**src/astt_pkg.sv**
```systemverilog
// ----------------------------------------------------------------------------
// astt_pkg
// Shared types and constants of the address space target table: op and
// status codes, the sweep record that walks the cell chain and the write
// command broadcast to the cells.
// ----------------------------------------------------------------------------
package astt_pkg;

    localparam int SLOTS_DEF  = 16;
    localparam int SLOTS_MAX  = 64;
    // slot indexes are carried at the width of the largest table
    localparam int SLOT_IDX_W = $clog2(SLOTS_MAX);

    localparam int PID_W   = 32;
    localparam int BASE_W  = 64;
    localparam int FLAG_W  = 32;
    localparam int CFG_IDX_W  = 1;
    localparam int CFG_DATA_W = 32;

    localparam logic [BASE_W-1:0] BASE_MASK = 64'h000F_FFFF_FFFF_F000;

    localparam logic [CFG_IDX_W-1:0] CFG_TRACK_EN  = 1'b0;
    localparam logic [CFG_IDX_W-1:0] CFG_HIDE_MASK = 1'b1;

    typedef enum logic [1:0] {
        OP_ADD    = 2'd0,
        OP_REMOVE = 2'd1,
        OP_UPDATE = 2'd2,
        OP_FIND   = 2'd3
    } op_t;

    typedef enum logic [2:0] {
        ST_OK        = 3'd0,
        ST_DISABLED  = 3'd1,
        ST_NOT_FOUND = 3'd2,
        ST_FULL      = 3'd3,
        ST_ZERO_BASE = 3'd4
    } status_t;

    typedef enum logic [1:0] {
        WR_NEW,
        WR_REFRESH,
        WR_FLAGS,
        WR_CLEAR
    } wr_kind_t;

    typedef enum logic [1:0] {
        S_IDLE,
        S_SWEEP,
        S_FINISH
    } state_t;

    // lookup key held by the top level while a request sweeps the chain
    typedef struct packed {
        logic [PID_W-1:0]  pid;
        logic [BASE_W-1:0] base;
    } key_t;

    // record handed from cell to cell, one cell per cycle
    typedef struct packed {
        logic                  vld;
        logic                  pid_hit;
        logic [SLOT_IDX_W-1:0] pid_slot;
        logic                  free_hit;
        logic [SLOT_IDX_W-1:0] free_slot;
        logic                  base_hit;
        logic [SLOT_IDX_W-1:0] base_slot;
        logic [PID_W-1:0]      hit_pid;
        logic [BASE_W-1:0]     hit_base;
        logic [FLAG_W-1:0]     hit_flags;
        logic                  hide_all;
        logic                  hide_excl;
    } sweep_t;

    typedef struct packed {
        logic                  en;
        wr_kind_t              kind;
        logic [SLOT_IDX_W-1:0] slot;
        logic [PID_W-1:0]      pid;
        logic [BASE_W-1:0]     base;
        logic [FLAG_W-1:0]     flags;
    } wr_cmd_t;

endpackage

```
**src/astt_cell.sv**
```systemverilog
// ----------------------------------------------------------------------------
// astt_cell
// One table entry. Compares the held key against its entry as the sweep
// record passes, folds its answer into the record and takes writes aimed at
// its own slot.
// ----------------------------------------------------------------------------
module astt_cell #(
    parameter int IDX = 0
) (
    input  logic                                aclk,
    input  logic                                aresetn,
    input  astt_pkg::key_t                      key,
    input  logic [astt_pkg::FLAG_W-1:0]         hide_mask,
    input  astt_pkg::wr_cmd_t                   wr,
    input  astt_pkg::sweep_t                    sw_in,
    output astt_pkg::sweep_t                    sw_out
);

    localparam logic [astt_pkg::SLOT_IDX_W-1:0] MY_SLOT = astt_pkg::SLOT_IDX_W'(IDX);

    logic                          valid_reg;
    logic [astt_pkg::PID_W-1:0]    pid_reg;
    logic [astt_pkg::BASE_W-1:0]   base_reg;
    logic [astt_pkg::FLAG_W-1:0]   flags_reg;

    astt_pkg::sweep_t sw_reg, sw_next;

    logic pid_match, first_pid, free_first, base_first, hide_here, wr_here;

    assign pid_match  = valid_reg && (pid_reg == key.pid);
    assign first_pid  = pid_match && !sw_in.pid_hit;
    assign free_first = !valid_reg && !sw_in.free_hit;
    assign base_first = valid_reg && !sw_in.base_hit
                        && (((base_reg ^ key.base) & astt_pkg::BASE_MASK) == '0);
    assign hide_here  = valid_reg && ((flags_reg & hide_mask) != '0);
    assign wr_here    = wr.en && (wr.slot == MY_SLOT);

    always_comb begin
        sw_next           = sw_in;
        sw_next.pid_hit   = sw_in.pid_hit | pid_match;
        sw_next.free_hit  = sw_in.free_hit | !valid_reg;
        sw_next.base_hit  = sw_in.base_hit | base_first;
        sw_next.hide_all  = sw_in.hide_all | hide_here;
        // hide bits of every entry other than the one a refresh, flag update or remove touches
        sw_next.hide_excl = sw_in.hide_excl | (hide_here && !first_pid);
        if (first_pid) begin
            sw_next.pid_slot = MY_SLOT;
        end
        if (free_first) begin
            sw_next.free_slot = MY_SLOT;
        end
        if (base_first) begin
            sw_next.base_slot = MY_SLOT;
            sw_next.hit_pid   = pid_reg;
            sw_next.hit_base  = base_reg;
            sw_next.hit_flags = flags_reg;
        end
    end

    always_ff @(posedge aclk) begin
        if (!aresetn) begin
            sw_reg <= '0;
        end else begin
            sw_reg <= sw_next;
        end
    end

    assign sw_out = sw_reg;

    always_ff @(posedge aclk) begin
        if (!aresetn) begin
            valid_reg <= 1'b0;
        end else if (wr_here) begin
            valid_reg <= (wr.kind == astt_pkg::WR_CLEAR) ? 1'b0 :
                         (wr.kind == astt_pkg::WR_NEW)   ? 1'b1 : valid_reg;
        end
    end

    always_ff @(posedge aclk) begin
        if (wr_here) begin
            unique case (wr.kind)
                astt_pkg::WR_NEW: begin
                    pid_reg   <= wr.pid;
                    base_reg  <= wr.base;
                    flags_reg <= wr.flags;
                end
                astt_pkg::WR_REFRESH: begin
                    base_reg  <= wr.base;
                    flags_reg <= wr.flags;
                end
                astt_pkg::WR_FLAGS: begin
                    flags_reg <= wr.flags;
                end
                astt_pkg::WR_CLEAR: begin
                    pid_reg   <= '0;
                    base_reg  <= '0;
                    flags_reg <= '0;
                end
                default: begin
                    flags_reg <= flags_reg;
                end
            endcase
        end
    end

endmodule

```
**config.mk**
```make
export PLATFORM = sky130hd
export DESIGN_NAME = astt_cell
export DESIGN_NICKNAME = d
export VERILOG_FILES = /design/src/astt_pkg.sv /design/src/astt_cell.sv
export SDC_FILE = /design/constraint.sdc
export NUM_CORES = 1
export LEC_CHECK = 0
export BUFFER_PORTS_ARGS = -buffer_cell sky130_fd_sc_hd__buf_2
export CORE_AREA = 2 2 219 221
export DETAILED_ROUTE_END_ITERATION = 6
export DIE_AREA = 0 0 221 223
export GPL_ROUTABILITY_DRIVEN = 0
export GPL_TIMING_DRIVEN = 0
export PLACE_DENSITY_LB_ADDON = 0.08
export SYNTH_ARGS = -nofsm -noshare
export SYNTH_HDL_FRONTEND = slang
export SYNTH_SLANG_ARGS = --single-unit
```
**constraint.sdc**
```tcl
create_clock -name aclk -period 7.5 [get_ports aclk]
set_clock_uncertainty 0.1 [all_clocks]
set_input_delay 0 -clock aclk [delete_from_list [all_inputs] [get_ports aclk]]
set_output_delay 0 -clock aclk [all_outputs]
set_load 0.05 [all_outputs]
```
==> results <==
- The flow ran to the end, and the final reports show no timing, DRC or antenna violations.
- The number of gates resized after CTS was 0.
- The detailed router used layers up to and including met5.
- The number of clock sinks seen by CTS is 281.
- STA puts the critical path data arrival time at 3.99 ns.
- The maximum achievable frequency is 273 MHz.
- After detailed routing, the average wire length per cell comes to 20.9 um.
- The clock passes through at most 3 buffers.
- The die footprint is 49300 um2.
- The leftover overflow at the end of global routing is 0.
- The post-route worst hold slack is 0.0157 ns.
- The half-perimeter wire length after placement is 41600 um.
- The number of nets in the synthesized netlist is 1504.
- The required arrival time at the worst endpoint is 7.82 ns.
- The netlist area before placement is 12100 um2.
- Synthesis handed over a netlist of 1083 instances.
- The number of distinct library cells after synthesis is 35.
- The number of remaining DRC errors is 0.
- The commonest non-fill, non-tap cell in the layout is buf_2.
- The post-route met1 wirelength is 22500 um.
- Using the TritonRoute via totals, the vias-per-cell ratio works out to 4.65.
- In this run the worst setup path begins at base_reg[21].
- The kind of critical path is reg -> reg.
- Including well taps, the total number of placed cells is 2249.
- The total area inside the core boundary comes to 47100 um2.
- The path category of the worst min-delay check is in -> reg.
- The total met3 wirelength after detailed routing is 3280 um.
- The setup violation total in the final timing report is 0.
- The met2 routed wirelength is 27700 um.
- The number of hold buffers added after cts is 309.
- The sequential power share is 42.4%.
- Global routing used 21.5% of the available tracks.
- The startpoint identified for the worst hold timing path is aresetn.
- In this run the vertical extent of the chip is 223 um.
- The final worst slack is 3.84 ns.
- The type of origin of the critical path is a register.
- The worst-case IR drop observed on VDD is 178 uV.
- The horizontal die dimension is 221 um.
- The clock tree root buffer cell is clkbuf_16.
- The clock insertion delay at the later pin of the skew report is 0.54 ns.
- The depth of the most critical reg-to-reg path is 8.
- For this run, the number of standard cells in the final layout without fillers is 2628.
- The via count of the first global-routing pass is 12800.
- After clock tree synthesis, the clock-pin slew on the worst setup and hold paths is 0.05 ns.
- The relative max-transition margin is 7.64%.
- The wire length of the first global-routing pass is 79300 um.
- The top-level I/O count is 571.
- Of the total power, the share spent switching nets is 26.0%.
- Clock tree synthesis inserted a total of 36 buffers.
- After layout, the worst path uses 48.8% of the clock period.
- The number of DRC markers after the initial detailed-route iteration is 698.
- The library cells used most frequently in the layout, excluding fill and tap cells, are buf_2, dlygate4sd3_1, dfxtp_1.
- Setup repair after global routing left no endpoint under its margin.
- The count of nets left with antenna violations after detail routing is 0.
- The number of port buffers is 546.
- The total power is 0.00393 W.
- The final number of hold-violating endpoints is 0.
- The number of detailed-routing iterations run before antenna repair is 5.
- Per report_power, the combinational group accounts for 15.0% of the total.
- The origin of the critical flop-to-flop path is base_reg[21].
- For this run, the share of the core covered by cells in the final layout is 42.2%.
- The net total in the final layout is 2402.
- The path with the worst hold slack has its endpoint at sw_out[97].
- The final route contains 12200 vias.
- The starting utilization of the core area is 25.7%.
- The endpoint identified for the worst register-to-register timing path is sw_out[6].
- The number of cells on the worst hold path is 4.
- Compared with the post-synthesis result, the final layout area differs by 64.6%.
- In the synthesized netlist the dominant register cell turns out to be dfxtp_1.
- The share of synthesized flip-flops with an asynchronous set or reset is 0%.
- In this run the static leakage power is 8.10 nW.
- The initial antenna violation count is 8.
- The number of flip-flops in the largest register is 152.
- After synthesis, flip-flops and latches occupy 57.1% of the total area.
- The internal power of the cells totals 0.00291 W.
- Max-cap violations in this run came to 0.
- The slew of the pin with the lowest slew margin is 1.39 ns.
- For this design the ratio of total power to cell area is 197 nW/um2.
- TritonCTS built the clock tree.
- The routed design has 55000 um of wire.
- The minimum setup slack after placement is 4.19 ns.
- The clock network accounts for 42.6% of the total power.
- After floorplanning, the core was divided into 80 placement rows.
- The number of synthesized flops with an enable pin is 128.
- In this run the power spent charging and discharging nets is 0.00102 W.
- In this run, synthesis produced a sequential element count of 281.
- The worst setup path is captured at a register.
- The final max-slew violation count is 0.
- The final period demand of the worst path is 3.66 ns.
- For flop-to-flop paths, the worst setup slack is 3.84 ns.
- For this run, the number of Yosys warnings is 0.
- The count of buffers added by post-CTS timing repair for setup is 0.
- The ratio of cells with drive above 1 in the final layout is 33.2%.
- In this run the worst path has a maximum fanout of 10.
- Dividing the synthesized area by the synthesized cell count gives 11.2 um2.
- CTS built an H-tree with a depth of 2.
- The pin count of the biggest net entering global routing is 35.
layer usage:
layer | vias up | GRT usage, %
li1 | 5901 | -
met1 | 5761 | 25.2
met2 | 460 | 38.3
met3 | 84 | 4.90
met4 | 6 | 7.36
met5 | - | 0
logic make-up (layout without fill, tap and decap cells):
kind of cell	after synthesis	count (layout)	synth area share, %
simple gates	331	331	17.3
buf+inv	117	1041	5.49
compound gates	280	280	14.7
fa+ha+maj	2	2	0.207
flops	281	281	57.1
xor+xnor	72	72	5.21
other cells	0	6	0
final cells by class:
cell class	instances	area (um2)
Multi-Input combinational cell	685	4540
Buffer	113	649
Fill cell	4722	27200
Timing Repair Buffer	860	5900
Clock inverter	15	125
Sequential cell	281	6910
Antenna cell	6	15.0
Clock buffer	49	991
Tap cell	615	769
Inverter	4	15.0
synth_stat cells, types with 2 or more instances:
cell / n / area share [%]
nor2b_1: 132 / 6.8
dfxtp_1: 153 / 25
buf_1: 7 / 0.22
nor4_2: 4 / 0.41
buf_6: 22 / 2.0
nor2_1: 6 / 0.19
ha_1: 2 / 0.21
and3_1: 8 / 0.41
nand4_1: 137 / 7.1
edfxtp_1: 128 / 32
o41a_1: 2 / 0.19
xor2_1: 68 / 4.9
a22oi_1: 16 / 0.99
buf_2: 33 / 1.4
nor3_1: 3 / 0.12
and2_1: 14 / 0.72
xnor2_1: 4 / 0.29
nand3_1: 3 / 0.12
nor4_1: 18 / 0.93
a21oi_1: 131 / 5.4
inv_1: 3 / 0.093
clkbuf_1: 48 / 1.5
buf_4: 2 / 0.12
o31ai_1: 128 / 7.9
critical path, stage by stage, from the launching register on:
cell and delay, ns:
edfxtp_1 0.39, xor2_1 0.17, nor4_1 0.62, nand3_1 0.30
clkbuf_1 0.65, buf_1 0.40, o31ai_1 0.25, a21oi_1 0.09
dlygate4sd3_1 0.57
power by group through the flow:
stage,clock (W),sequential (W),combinational [W]
2_1_floorplan,0,0.00185,0.000107
3_3_place_gp,0,0.00170,0.000459
3_5_place_dp,0,0.00170,0.000462
4_1_cts,0.00172,0.00166,0.000593
5_1_grt,0.00178,0.00167,0.000629
6_report,0.00168,0.00166,0.000589
how the worst max path moves through the flow:
stage,endpoint,slack (ns),cells after the start
after floorplan,base_reg[0],1.56,3
after global placement,base_reg[62],-1.54,4
after detailed placement,sw_out[35],4.19,7
after CTS,sw_out[129],3.77,8
after global routing,sw_out[6],3.65,8
final,sw_out[6],3.84,8
per-stage QoR:
| step | instance area [um2] | TNS (ns) |
|---|---|---|
| 2_1_floorplan | 12100 | 0 |
| 5_1_grt | 19900 | 0 |
| 3_3_place_gp | 15600 | -97.62 |
| 6_report | 19900 | 0 |
| 4_1_cts | 19900 | 0 |
| 3_5_place_dp | 15700 | 0 |
No activity file was read; power rests on OpenSTA's default activity.
